--- config.mk ---
export PLATFORM = sky130hd
export DESIGN_NAME = cwpg_ctrl
export DESIGN_NICKNAME = d
export VERILOG_FILES = /design/src/sv/cwpg_pkg.sv /design/src/sv/cwpg_ctrl.sv
export SDC_FILE = /design/constraint.sdc
export NUM_CORES = 1
export LEC_CHECK = 0
export BUFFER_PORTS_ARGS = -buffer_cell sky130_fd_sc_hd__buf_4
export CORE_MARGIN = 5
export CORE_UTILIZATION = 52
export DETAILED_ROUTE_END_ITERATION = 16
export PLACE_DENSITY = 0.77
export SKIP_CTS_REPAIR_TIMING = 1
export SLEW_MARGIN = 20
export SYNTH_ARGS = -nofsm -noshare
export SYNTH_HDL_FRONTEND = slang
export SYNTH_SLANG_ARGS = --single-unit
--- constraint.sdc ---
create_clock -name aclk -period 3.1 [get_ports aclk]
set_input_delay 0.62 -clock aclk [delete_from_list [all_inputs] [get_ports aclk]]
set_output_delay 0.62 -clock aclk [all_outputs]
set_load 0.01 [all_outputs]
--- src/sv/cwpg_pkg.sv ---
// Shared types, constants and tables for the colour wheel pixel generator.
// No dependencies; every other file imports this package.
`timescale 1ns / 1ps

package cwpg_pkg;

    localparam int MAX_RADIUS_DEF = 255;
    localparam int FRAC_BITS_DEF  = 16;

    // Coordinate and squared-radius widths follow from the 9-bit fields.
    localparam int COORD_W   = 9;
    localparam int CRD_W     = 11;
    localparam int R2_W      = 19;
    localparam int CRD_PAIRS = 11;
    localparam int RW_W      = 8;
    localparam int INT_W     = 8;
    localparam int MODE_W    = 3;
    localparam int ERR_W     = 16;
    localparam int GREY_CORE = 5;

    localparam int ANG_Q        = 30;
    localparam int CORDIC_STEPS = 26;
    localparam int CX_W         = 44;
    localparam int Z_W          = 35;
    localparam int LOOP_W       = 6;

    // Reciprocal of 255 scaled by 2^32, rounded down.
    localparam int U_W   = 26;
    localparam int RCP_W = 25;
    localparam logic [RCP_W-1:0] RCP_255 = 25'd16843009;

    localparam int CFG_ADDR_W = 2;
    localparam logic [CFG_ADDR_W-1:0] CFG_RADIUS    = 2'd0;
    localparam logic [CFG_ADDR_W-1:0] CFG_INTENSITY = 2'd1;
    localparam logic [CFG_ADDR_W-1:0] CFG_MODE      = 2'd2;

    localparam logic [MODE_W-1:0] MODE_INDEXED = 3'd0;
    localparam logic [MODE_W-1:0] MODE_RGB555  = 3'd1;
    localparam logic [MODE_W-1:0] MODE_RGB565  = 3'd2;
    localparam logic [MODE_W-1:0] MODE_RGB888  = 3'd3;
    localparam logic [MODE_W-1:0] MODE_BGR888  = 3'd4;

    localparam logic [ERR_W-1:0] ERR_HALF = 16'h8000;

    typedef struct packed {
        logic              load;
        logic              prep;
        logic              chk;
        logic              step;
        logic [LOOP_W-1:0] idx;
        logic              dinit;
        logic              dstep;
        logic              wgt;
        logic              mul;
        logic              rcp;
        logic              fin;
    } cwpg_cmd_t;

    typedef struct packed {
        logic outside;
        logic out_free;
    } cwpg_sts_t;

    // Arctangent of 2^-i in Q30 units of pi/3.
    function automatic logic [30:0] cw_atan(input logic [4:0] i);
        logic [30:0] v;
        case (i)
            5'd0:  v = 31'd805306368;
            5'd1:  v = 31'd475400108;
            5'd2:  v = 31'd251188361;
            5'd3:  v = 31'd127507134;
            5'd4:  v = 31'd64000997;
            5'd5:  v = 31'd32031698;
            5'd6:  v = 31'd16019758;
            5'd7:  v = 31'd8010367;
            5'd8:  v = 31'd4005245;
            5'd9:  v = 31'd2002630;
            5'd10: v = 31'd1001316;
            5'd11: v = 31'd500658;
            5'd12: v = 31'd250329;
            5'd13: v = 31'd125165;
            5'd14: v = 31'd62582;
            5'd15: v = 31'd31291;
            5'd16: v = 31'd15646;
            5'd17: v = 31'd7823;
            5'd18: v = 31'd3911;
            5'd19: v = 31'd1956;
            5'd20: v = 31'd978;
            5'd21: v = 31'd489;
            5'd22: v = 31'd244;
            5'd23: v = 31'd122;
            5'd24: v = 31'd61;
            5'd25: v = 31'd31;
            default: v = 31'd0;
        endcase
        return v;
    endfunction

endpackage

--- src/sv/cwpg_ctrl.sv ---
// Sequencer for the colour wheel pixel generator.
// Depends on cwpg_pkg; drives the datapath through cwpg_cmd_t.
`timescale 1ns / 1ps

module cwpg_ctrl #(
    parameter int FRAC_BITS = cwpg_pkg::FRAC_BITS_DEF
) (
    input  logic                aclk,
    input  logic                aresetn,
    input  logic                s_tvalid,
    output logic                s_tready,
    input  cwpg_pkg::cwpg_sts_t sts,
    output cwpg_pkg::cwpg_cmd_t cmd
);
    import cwpg_pkg::*;

    localparam int RT_W   = CRD_PAIRS + FRAC_BITS;
    localparam int LOOP_N = (RT_W > CORDIC_STEPS) ? RT_W : CORDIC_STEPS;

    typedef enum logic [9:0] {
        ST_IDLE  = 10'b0000000001,
        ST_PREP  = 10'b0000000010,
        ST_CHK   = 10'b0000000100,
        ST_ROOT  = 10'b0000001000,
        ST_DINIT = 10'b0000010000,
        ST_DIV   = 10'b0000100000,
        ST_WGT   = 10'b0001000000,
        ST_MUL   = 10'b0010000000,
        ST_RCP   = 10'b0100000000,
        ST_FIN   = 10'b1000000000
    } state_t;

    state_t            state_reg, state_next;
    logic [LOOP_W-1:0] cnt_reg, cnt_next;

    assign s_tready = (state_reg == ST_IDLE);

    always_comb begin
        state_next = state_reg;
        cnt_next   = cnt_reg;
        cmd        = '0;
        cmd.idx    = cnt_reg;
        case (state_reg)
            ST_IDLE: begin
                if (s_tvalid) begin
                    cmd.load   = 1'b1;
                    state_next = ST_PREP;
                end
            end
            ST_PREP: begin
                cmd.prep   = 1'b1;
                state_next = ST_CHK;
            end
            ST_CHK: begin
                cmd.chk    = 1'b1;
                cnt_next   = '0;
                state_next = sts.outside ? ST_FIN : ST_ROOT;
            end
            ST_ROOT: begin
                cmd.step = 1'b1;
                if (cnt_reg == LOOP_W'(LOOP_N - 1)) begin
                    cnt_next   = '0;
                    state_next = ST_DINIT;
                end else begin
                    cnt_next = cnt_reg + 1'b1;
                end
            end
            ST_DINIT: begin
                cmd.dinit  = 1'b1;
                state_next = ST_DIV;
            end
            ST_DIV: begin
                cmd.dstep = 1'b1;
                if (cnt_reg == LOOP_W'(RT_W - 1)) begin
                    cnt_next   = '0;
                    state_next = ST_WGT;
                end else begin
                    cnt_next = cnt_reg + 1'b1;
                end
            end
            ST_WGT: begin
                cmd.wgt    = 1'b1;
                state_next = ST_MUL;
            end
            ST_MUL: begin
                cmd.mul    = 1'b1;
                state_next = ST_RCP;
            end
            ST_RCP: begin
                cmd.rcp    = 1'b1;
                state_next = ST_FIN;
            end
            ST_FIN: begin
                // The result waits here until the output register is free.
                if (sts.out_free) begin
                    cmd.fin    = 1'b1;
                    state_next = ST_IDLE;
                end
            end
            default: state_next = ST_IDLE;
        endcase
    end

    always_ff @(posedge aclk) begin
        if (!aresetn) begin
            state_reg <= ST_IDLE;
            cnt_reg   <= '0;
        end else begin
            state_reg <= state_next;
            cnt_reg   <= cnt_next;
        end
    end

endmodule

==> qor.txt <==
post-synthesis cell type count -> 40
gate count after technology mapping -> 115
beginning of the worst register-to-register path -> state_reg[2]
setup repair after global routing missed its margin -> no
Syn Area/Cell -> 8.24 µm²
type of element capturing the critical path -> output port
Post-Syn Area -> 947 µm²
number of H-tree levels -> 1
sequential cell area fraction in the yosys report -> 33.8%
worst setup skew after layout -> 0.00491 ns
initial core utilization -> 54.9%
maximum VDD drop -> 241 µV
fin nets -> 143
result of the run -> completed
via count -> 958
Final GP Congestion -> 0.766
tightest hold margin -> 0.541 ns
master cell of the clock root buffer -> sky130_fd_sc_hd__clkbuf_4
clock transition at the registers of the reported paths -> 0.11 ns
number of flip-flops in the largest register -> 10
number of nets still failing antenna checks after routing -> 0
Crit path required time -> 2.48 ns
number of pins with negative max-slew slack in the final report -> 0
Routed WL per cell -> 14.9 µm
Hold Violations, Final -> 0
Setup CP Type -> register to output port
number of global-route vias before repair -> 870
number of search-and-repair iterations in the first detailed-routing pass -> 4
maximum clock frequency -> 0.333 GHz
count of fill cells added during filler insertion -> 158
Clock Sinks -> 16
PortBufs -> 21
routed via count divided by cell count -> 5.99
overall overflow remaining after global route -> 0
Warnings, synthesis -> 0
maximum capacitance violations -> 0
final wirelength -> 2.38 mm
starting DRC count in detailed routing -> 20
FF+latch count, synth -> 16
beginning of the worst hold path -> aresetn
estimated wirelength of the detail-placed design -> 1.77 mm
die extent in x -> 52.7 µm
launch point of the worst path -> state_reg[2]
worst-case headroom to the max-slew limit -> 63.5%
post-layout minimum cycle time -> 3.00 ns
post-layout worst setup margin -> 0.0980 ns
worst hold path type -> primary input to register
pin count of the biggest net entering global routing -> 14
Layout Area Growth over Synthesis -> 21.7%
clock tree from TritonCTS -> built
fraction of the core area covered by cells at the end of the flow -> 66.7%
Max clock buf depth -> 2
share of layout cells above drive strength 1 -> 23.0%
Tightest Pin Transition -> 0.540 ns
wire length of the first global-routing pass -> 3.97 mm
total I/O pin count -> 22
number of flops mapped to enable cells by yosys -> 0
most common flop cell mapped by yosys -> sky130_fd_sc_hd__dfxtp_1
Cell Count Post-Placement -> 156
data arrival time of the critical path -> 2.38 ns
die height -> 52.7 µm
source-to-sink clock delay at the later pin of the worst-skew pair -> 0.30 ns
GRT Overall Usage -> 19.3%
highest net fanout along the worst path -> 10
leakage power summed over all cells -> 0.420 nW
number of placement rows -> 15
share of flip-flops with an asynchronous set or reset -> 0%
power density over the cells -> 426 nW/µm²
number of antenna violations at the first check in global routing -> 0
die area -> 2780 µm²
final worst-path cycle share -> 96.8%
worst slack at placement -> 0.361 ns
startpoint type of the worst setup path -> register
DRC Markers -> 0
net count after synthesis -> 122
setup TNS -> 0 ns
TritonCTS buffer count -> 3
total setup violations reported at the end of the flow -> 0
# diodes -> 0
placeable core area -> 1730 µm²
Finished Layout Cells -> 160
==> metrics by stage <==
| step | area, µm² | total power, mW |
|---|---|---|
| finish | 1150 | 0.491 |
| global route | 1150 | 0.517 |
| CTS | 1150 | 0.488 |
| detailed placement | 1110 | 0.347 |
| global placement | 1110 | 0.343 |
| floorplan | 947 | 0.313 |
==> kinds of logic after synthesis <==
group,count (synthesis),share of synthesized area (%)
xor gates and xnor gates,3,2.77
buffers and inverters,11,5.28
DFF,16,33.8
AOI/OAI and AO/OA,28,20.2
adders and majority gates,2,2.64
and+or+nand+nor,55,35.3
==> area by class of cell <==
cell class              count  area [µm²]  area share [%]
multi-input cells          88         581            50.4
flip-flops and latches     16         320            27.8
repair buffers             22         165            14.3
clock buffers               4        36.3            3.15
well taps                  25        31.3            2.71
inverters                   5        18.8            1.63
==> power breakdown <==
part           internal [mW]  total [mW]  leakage (nW)  switching [mW]
clock network         0.0716       0.146        0.0210          0.0742
logic                 0.0501       0.121         0.270          0.0708
registers              0.212       0.224         0.129          0.0119
==> Yosys cell counts (3+ instances only) <==
master | number | share of area (%)
sky130_fd_sc_hd__nor3b_1 | 4 | 3.2
sky130_fd_sc_hd__nand3_1 | 3 | 1.6
sky130_fd_sc_hd__clkbuf_1 | 4 | 1.6
sky130_fd_sc_hd__inv_1 | 4 | 1.6
sky130_fd_sc_hd__nand2_1 | 7 | 2.8
sky130_fd_sc_hd__nor3_1 | 8 | 4.2
sky130_fd_sc_hd__or4_1 | 4 | 3.2
sky130_fd_sc_hd__a211oi_1 | 3 | 2.4
sky130_fd_sc_hd__o21ai_0 | 6 | 3.2
sky130_fd_sc_hd__nor4_1 | 7 | 4.6
sky130_fd_sc_hd__nand2b_1 | 4 | 2.6
sky130_fd_sc_hd__a21oi_1 | 3 | 1.6
sky130_fd_sc_hd__nor2_1 | 6 | 2.4
sky130_fd_sc_hd__a31oi_1 | 4 | 2.6
sky130_fd_sc_hd__dfxtp_1 | 16 | 34
==> critical path: stages (launching register included) <==
cell	delay (ns)
sky130_fd_sc_hd__dfxtp_1	0.41
sky130_fd_sc_hd__or3_4	0.43
sky130_fd_sc_hd__or4_4	0.53
sky130_fd_sc_hd__or3b_4	0.43
sky130_fd_sc_hd__inv_2	0.06
sky130_fd_sc_hd__and2_1	0.12
sky130_fd_sc_hd__buf_4	0.11
==> worst paths after layout <==
| path | slack (ns) | cells past startpoint | end |
|---|---|---|---|
| setup reg to reg | 1.06 | 4 | state_reg[0] |
| hold / removal | 0.54 | 2 | state_reg[0] |
| hold reg to reg | 0.55 | 1 | state_reg[7] |
| setup / recovery | 0.1 | 6 | cmd[15] |
==> placed cells by master, fill, tap and decap left out, types with 2 or more instances in the layout <==
cell                       netlist  layout
sky130_fd_sc_hd__a211oi_1        3       3
sky130_fd_sc_hd__a21oi_1         3       3
sky130_fd_sc_hd__a31oi_1         4       4
sky130_fd_sc_hd__buf_4           0      22
sky130_fd_sc_hd__clkbuf_4        0       3
sky130_fd_sc_hd__dfxtp_1        16      16
sky130_fd_sc_hd__ha_1            2       2
sky130_fd_sc_hd__inv_1           4       4
sky130_fd_sc_hd__nand2_1         7       7
sky130_fd_sc_hd__nand2b_1        4       4
sky130_fd_sc_hd__nand3_1         3       3
sky130_fd_sc_hd__nand3b_1        2       2
sky130_fd_sc_hd__nor2_1          6       6
sky130_fd_sc_hd__nor3_1          8       8
sky130_fd_sc_hd__nor3b_1         4       4
sky130_fd_sc_hd__nor4_1          7       7
sky130_fd_sc_hd__nor4b_1         2       2
sky130_fd_sc_hd__o21ai_0         6       6
sky130_fd_sc_hd__o221ai_1        2       2
sky130_fd_sc_hd__o22ai_1         2       2
sky130_fd_sc_hd__or3_1           2       2
sky130_fd_sc_hd__or4_1           4       3
sky130_fd_sc_hd__xor2_1          2       2
==> layer usage <==
metal  part of all wire [%]  up-vias  global-route usage (%)
met1                     45      441                    23.1
li1                       -      484                       -
met3                    3.5        4                    3.42
met2                     50       29                    33.5
met4                    1.3        0                    7.66
met5                      0        -                       0
Power figures use the tool's default switching activity.
